<file path="src/rtl/core/pat_count_ram.sv">
// ----------------------------------------------------------------------------
// pat_count_ram
// Page count per process. Sync RAM, registered read; per-entry valid bits
// so that never-written entries read as zero pages.
// ----------------------------------------------------------------------------
module pat_count_ram #(
  parameter int unsigned Depth = 16,
  parameter int unsigned DataW = 6
) (
  input  logic                     clk_i,
  input  logic                     rst_ni,
  input  logic                     re_i,
  input  logic [$clog2(Depth)-1:0] raddr_i,
  output logic [DataW-1:0]         rdata_o,
  input  logic                     we_i,
  input  logic [$clog2(Depth)-1:0] waddr_i,
  input  logic [DataW-1:0]         wdata_i
);

  logic [DataW-1:0] mem [Depth];
  logic [Depth-1:0] vld_q;
  logic [DataW-1:0] rdata_q;
  logic             rvld_q;

  always_ff @(posedge clk_i) begin
    if (we_i) begin
      mem[waddr_i] <= wdata_i;
    end
    if (re_i) begin
      rdata_q <= mem[raddr_i];
    end
  end

  always_ff @(posedge clk_i or negedge rst_ni) begin
    if (!rst_ni) begin
      vld_q  <= '0;
      rvld_q <= 1'b0;
    end else begin
      if (we_i) begin
        vld_q[waddr_i] <= 1'b1;
      end
      if (re_i) begin
        rvld_q <= vld_q[raddr_i];
      end
    end
  end

  assign rdata_o = rvld_q ? rdata_q : '0;

endmodule

</file>
<file path="config.mk">
export PLATFORM = sky130hd
export DESIGN_NAME = pat_count_ram
export DESIGN_NICKNAME = d
export VERILOG_FILES = /design/src/rtl/core/pat_count_ram.sv
export SDC_FILE = /design/constraint.sdc
export NUM_CORES = 1
export LEC_CHECK = 0
export BUFFER_PORTS_ARGS = -buffer_cell sky130_fd_sc_hd__buf_2
export CAP_MARGIN = 30
export CELL_PAD_IN_SITES_DETAIL_PLACEMENT = 0
export CELL_PAD_IN_SITES_GLOBAL_PLACEMENT = 2
export CORE_MARGIN = 4
export CORE_UTILIZATION = 43
export DETAILED_ROUTE_END_ITERATION = 8
export HOLD_SLACK_MARGIN = 0.12
export PLACE_DENSITY = 0.72
export SYNTH_ARGS = -nofsm -noshare
export SYNTH_HDL_FRONTEND = slang
export SYNTH_SLANG_ARGS = --single-unit
</file>
<file path="constraint.sdc">
create_clock -name clk_i -period 1.55 [get_ports clk_i]
set_clock_uncertainty 0.1 [all_clocks]
set_input_delay 0.31 -clock clk_i [delete_from_list [all_inputs] [get_ports clk_i]]
set_output_delay 0.31 -clock clk_i [all_outputs]
set_load 0.02 [all_outputs]
</file>
==> impl_metrics.yaml, run 1 <==
cts:
  root_buffer: "clkbuf_8"
  path_clk_slew_ns: 0.06
  cts.path.max_buffers: 2
  clock-sinks: 119
  cts_tree: "built"
  htreeDepth: 4
  cts_buffers: 17
  clk_latency_ns: 0.50
sta:
  slew_violations: 0
  setup_viol: 13
  rsz0062_at_grt: "true"
  setup_ws_ns: -0.166
  fin_crit_sh_pct: 111
  max_freq_ghz: 0.583
  relSlewSlack_pct: 72.4
  worst_slew_pin_slew_ns: 0.414
  fin_crit_ns: 1.72
  fin_setup_tns_ns: -1.52
  finalHoldViolations: 0
synth:
  synth_area_leader_cell: "edfxtp_1"
  synth.top_cells.by_area: "edfxtp_1 (65%), mux4_1 (12%), dfrtp_1 (9.1%)"
  synthCells: 210
  synth_cell_types: 21
  syn-num-nets: 228
  synth_top_area_share_pct: 65.3
  synth_area_um2: 4690
  ys.flop_type: "edfxtp_1"
  postSynthAreaPerCell_um2: 22.3
  synth_edf_count: 102
  synth_warnings: 0
  synth_seq_area_share_pct: 74.3
  synth_seq_cells: 119
  synthArstFlopShare_pct: 14.3
hold_path:
  hp-class: "in -> async"
worst_setup_path:
  startpoint_type: "flop"
  end_kind: "flop"
  crit_type: "reg -> reg"
  cp_max_fo: 1
  worstPathArrival_ns: 1.85
  ff2ff_setup_slack_ns: -0.17
  cp.required_ns: 1.68
routing:
  ant_nets: 0
  drt_iter0_drc: 125
  vias: 2207
  avgViaCountPerCell: 5.12
  finalWirelength_um: 8580
  drtPass1Iterations: 4
  routedWlPerCell_um: 19.9
  drc_errors: 0
flow_run:
  drv_cap: 0
place:
  dp_hpwl_um: 5880
  dpl_cell_area_um2: 5210
  gp_congestion: 0.735
  port_buffers: 23
finish:
  antenna_cells: 0
  final_cell_mix: "edfxtp_1 (102), mux4_2 (30), buf_4 (22)"
  n_fill_cell: 830
  area_growth_pct: 26.1
  final_common_cell: "edfxtp_1"
  nNetsFinal: 300
  drive_gt1_share_pct: 47.8
  post-route-cell-area_um2: 5920
  final_core_util_pct: 56.6
floorplanning:
  rows: 37
  start_util_pct: 44.8
  die_x_um: 112
  core_um2: 10500
  num_io_pins: 24
  dieArea_um2: 12600
  die_h_um: 112
pwr:
  ir_drop_uv: 807
  p_leak_nw: 2.05
  p_per_area_nw_per_um2: 1360
status:
  status: "complete, but fails checks"
  violations: "setup timing"
global_route:
  antenna_found_initial: 0
  grt_pass1_wl_um: 13600
  grt_overflow: 0
  grtUsageTotal_pct: 14.7
  first_global_vias: 2304
  grt_max_degree: 20
==> worst paths after layout <==
kind,startpoint,endpoint,cells after the start
hold reg to reg,vld_q[3],vld_q[3],1
max in group asynchronous,rst_ni,rvld_q,2
hold / removal,rst_ni,vld_q[4],2
min in group clk_i,raddr_i[3],rdata_q[3],2
setup reg to reg,mem[15][2],rdata_q[2],2
setup / recovery,mem[15][2],rdata_q[2],2
==> synthesized netlist by cell type (all sizes together), types with 2 or more instances <==
cell    instances
nand2b          2
clkbuf          2
buf             6
nor3            4
dfrtp          17
edfxtp        102
mux2i           3
or2            16
nand3b          2
and2            6
mux4           34
nor2           12
==> registers in the layout (all words and copies together) (netlist names) <==
signal and cells:
vld_q 16, rvld_q 1, mem 96, rdata_q 6
==> routing by layer <==
layer,part of all wire (%),track usage (%),vias to the layer above
li1,-,-,1008
met1,48,20.7,1143
met2,48,22.2,50
met3,3.2,3.72,6
met4,0.61,5.53,0
met5,0,0,-
==> power breakdown <==
group          total [mW]  leakage [nW]  switching (mW)  internal [mW]
Clock                3.64         0.279            1.26           2.38
Sequential           3.70          1.10          0.0625           3.64
Combinational       0.681         0.675           0.288          0.393
==> cell type report <==
type | instances | area, µm² | area share [%]
Clock inverter | 8 | 68.8 | 1.16
Multi-Input combinational cell | 83 | 1120 | 18.9
Sequential cell | 119 | 3490 | 59.0
Tap cell | 136 | 170 | 2.88
Timing Repair Buffer | 61 | 567 | 9.58
Clock buffer | 24 | 503 | 8.50
==> critical path: stages (launching register included) <==
cell and delay [ns]:
edfxtp_1 0.36, mux4_2 0.48, mux4_2 0.50
==> through the flow <==
stage               setup slack (ns)  power (mW)  hold WS [ns]  cells
global placement              -0.535        4.32         0.164    390
detailed placement            -0.581        4.34         0.165    390
floorplan                     -0.318        4.10       -0.0856    210
CTS                           -0.174        8.05         0.196    430
finish                        -0.166        8.02         0.189    431
global route                  -0.203        8.33         0.206    431
==> kinds of logic (layout without fill, tap and decap cells) <==
kind of cell	after synthesis	in the layout	synth area share, %
flops	119	119	74.3
simple gates	45	45	5.28
mux	38	38	19.0
buf+inv	8	93	1.41
==> repair_timing <==
item | 4_1_cts | 5_1_grt
gates cloned | 0 | 0
hold buffers | 8 | 0
setup endpoints to repair | 13 | 13
hold endpoints to repair | 120 | 0
pin swaps | 3 | 5
setup buffers | 0 | 1
resized for setup | 15 | 10
No activity file was read; power rests on OpenSTA's default activity.
==> inputs of run 2 (changes only) <==
--- a/config.mk
+++ b/config.mk
@@ -10,9 +10,8 @@
 export CELL_PAD_IN_SITES_DETAIL_PLACEMENT = 0
 export CELL_PAD_IN_SITES_GLOBAL_PLACEMENT = 2
-export CORE_MARGIN = 4
-export CORE_UTILIZATION = 43
+export CORE_UTILIZATION = 35
 export DETAILED_ROUTE_END_ITERATION = 8
 export HOLD_SLACK_MARGIN = 0.12
-export PLACE_DENSITY = 0.72
+export PLACE_DENSITY = 0.6
 export SYNTH_ARGS = -nofsm -noshare
 export SYNTH_HDL_FRONTEND = slang
==> constraint.sdc (replaced) <==
create_clock -name clk_i -period 1.55 [get_ports clk_i]
set_clock_uncertainty 0.1 [all_clocks]
set_input_delay 0.465 -clock clk_i [delete_from_list [all_inputs] [get_ports clk_i]]
set_output_delay 0.465 -clock clk_i [all_outputs]
set_load 0.02 [all_outputs]
==> impl_metrics.yaml, run 2 (synthesis results as in run 1) <==
pwr:
  p_leak_nw: 2.10
  pwr-share-seq_pct: 44.8
  p_comb_share_pct: 8.5
  totalPowerFinal_mw: 8.26
  p_per_area_nw_per_um2: 1370
  p_sw_mw: 1.72
  p_sw_share_pct: 20.9
  p_int_mw: 6.54
  ir_drop_uv: 783
  pwr-share-clk_pct: 46.7
hold_path:
  hp-class: "in -> reg"
  holdPathEnd: "rvld_q"
  min_path_cells: 2
  holdCritStartpoint: "re_i"
place:
  port_buffers: 23
  dp_hpwl_um: 6490
  dpl_cell_area_um2: 5290
  gp_congestion: 0.687
worst_setup_path:
  startpoint_type: "flop"
  ff2ff_setup_slack_ns: -0.18
  worstPathArrival_ns: 1.78
  r2r_cells: 2
  r2r_start: "mem[9][3]"
  cp_max_fo: 1
  end_kind: "flop"
  crit_type: "reg -> reg"
  r2r-end: "rdata_q[3]"
  cp.required_ns: 1.60
finish:
  reg_top3: "mem x96, vld_q x16, rdata_q x6"
  drive_gt1_share_pct: 52.5
  regMostFlops: "mem"
  post-route-cell-area_um2: 6030
  area_growth_pct: 28.5
  largest_register_ffs: 96
  nNetsFinal: 302
  final_common_cell: "edfxtp_1"
  antenna_cells: 0
  final_cell_mix: "edfxtp_1 (102), mux4_2 (30), buf_4 (30)"
global_route:
  grtUsageTotal_pct: 16.0
  grt_max_degree: 20
  antenna_found_initial: 0
  first_global_vias: 2426
  grt_pass1_wl_um: 15200
  grt_overflow: 0
cts:
  htreeDepth: 4
  cts_setup_buffers: 0
  clk_latency_ns: 0.41
  cts.path.max_buffers: 2
  cts_buffers: 17
  root_buffer: "clkbuf_16"
  clock-sinks: 119
  cts_tree: "built"
  path_clk_slew_ns: 0.05
routing:
  routedWlPerCell_um: 21.1
  drt_iter0_drc: 162
  avgViaCountPerCell: 4.87
  wl_met1_um: 4640
  drtPass1Iterations: 4
  finalWirelength_um: 9900
  drc_errors: 0
  wl_met2_um: 4630
  wl_met3_um: 487
  vias: 2282
  highest_layer: "met4"
  ant_nets: 0
sta:
  worst_slew_pin_slew_ns: 0.422
  setup_viol: 13
  fin_crit_ns: 1.73
  finalHoldViolations: 0
  slew_violations: 0
  rsz0062_at_grt: "true"
  max_freq_ghz: 0.579
  setup_ws_ns: -0.178
  relSlewSlack_pct: 71.9
  fin_crit_sh_pct: 111
  fin_setup_tns_ns: -1.81
  hold_slack_ns: 0.223
floorplanning:
  num_io_pins: 24
  core_um2: 12800
  die_x_um: 118
  die_h_um: 118
  dieArea_um2: 13900
  start_util_pct: 36.6
  rows: 41
status:
  status: "complete, but fails checks"
  violations: "setup timing"
flow_run:
  drv_cap: 0
==> run 2: cell types whose count changed in the layout (fill, tap and decap cells not counted), moves of 3 or more <==
cell	before	now
buf_4	22	30
dlygate4sd3_1	8	1
clkbuf_8	3	0
nor3_1	3	0
nor3_2	0	3
==> run 2: critical path, cell delays in order, from the launching register on <==
cell,delay (ns)
edfxtp_1,0.37
mux4_2,0.52
mux4_2,0.48
==> run 2: per-layer routing <==
layer  vias up  track usage [%]
li1       1018                -
met1      1190             21.8
met2        62             23.7
met3        12             5.14
met4         0             6.01
met5         -                0
==> run 2: cell type report <==
type | count | area [µm²]
Sequential cell | 119 | 3490
Timing Repair Buffer | 63 | 603
Clock inverter | 14 | 159
Clock buffer | 18 | 429
Fill cell | 1105 | 6800
Tap cell | 172 | 215
Multi-Input combinational cell | 83 | 1130
==> run 2: stage by stage <==
stage	worst slack [ns]	utilization, %	instances
2_1_floorplan	-0.473	-	210
3_5_place_dp	-0.731	41.2	433
5_1_grt	-0.211	47.0	469
6_report	-0.178	47.0	469
4_1_cts	-0.173	46.6	468
3_3_place_gp	-0.676	41.2	433
==> run 2: power by group through the flow <==
stage	Sequential [mW]	Clock (mW)	Combinational, mW
6_report	3.71	3.86	0.701
5_1_grt	3.72	4.06	0.756
4_1_cts	3.70	3.94	0.669
3_5_place_dp	3.76	0	0.589
3_3_place_gp	3.76	0	0.577
2_1_floorplan	3.73	0	0.366
==> run 2: what timing repair did <==
item,in CTS,in global routing
endpoints found under the setup margin,13,13
endpoints found under the hold margin,17,0
resized for setup,21,10
gates cloned,2,1
hold buffers,1,0
==> run 2: worst max-delay path by stage <==
stage,to,cells past startpoint,slack (ns),start
CTS,rdata_q[3],2,-0.17,mem[11][3]
floorplan,rdata_q[0],4,-0.47,raddr_i[0]
global placement,rvld_q,7,-0.68,raddr_i[0]
finish,rdata_q[3],2,-0.18,mem[9][3]
detailed placement,rvld_q,7,-0.73,raddr_i[0]
global route,rdata_q[3],2,-0.21,mem[11][3]
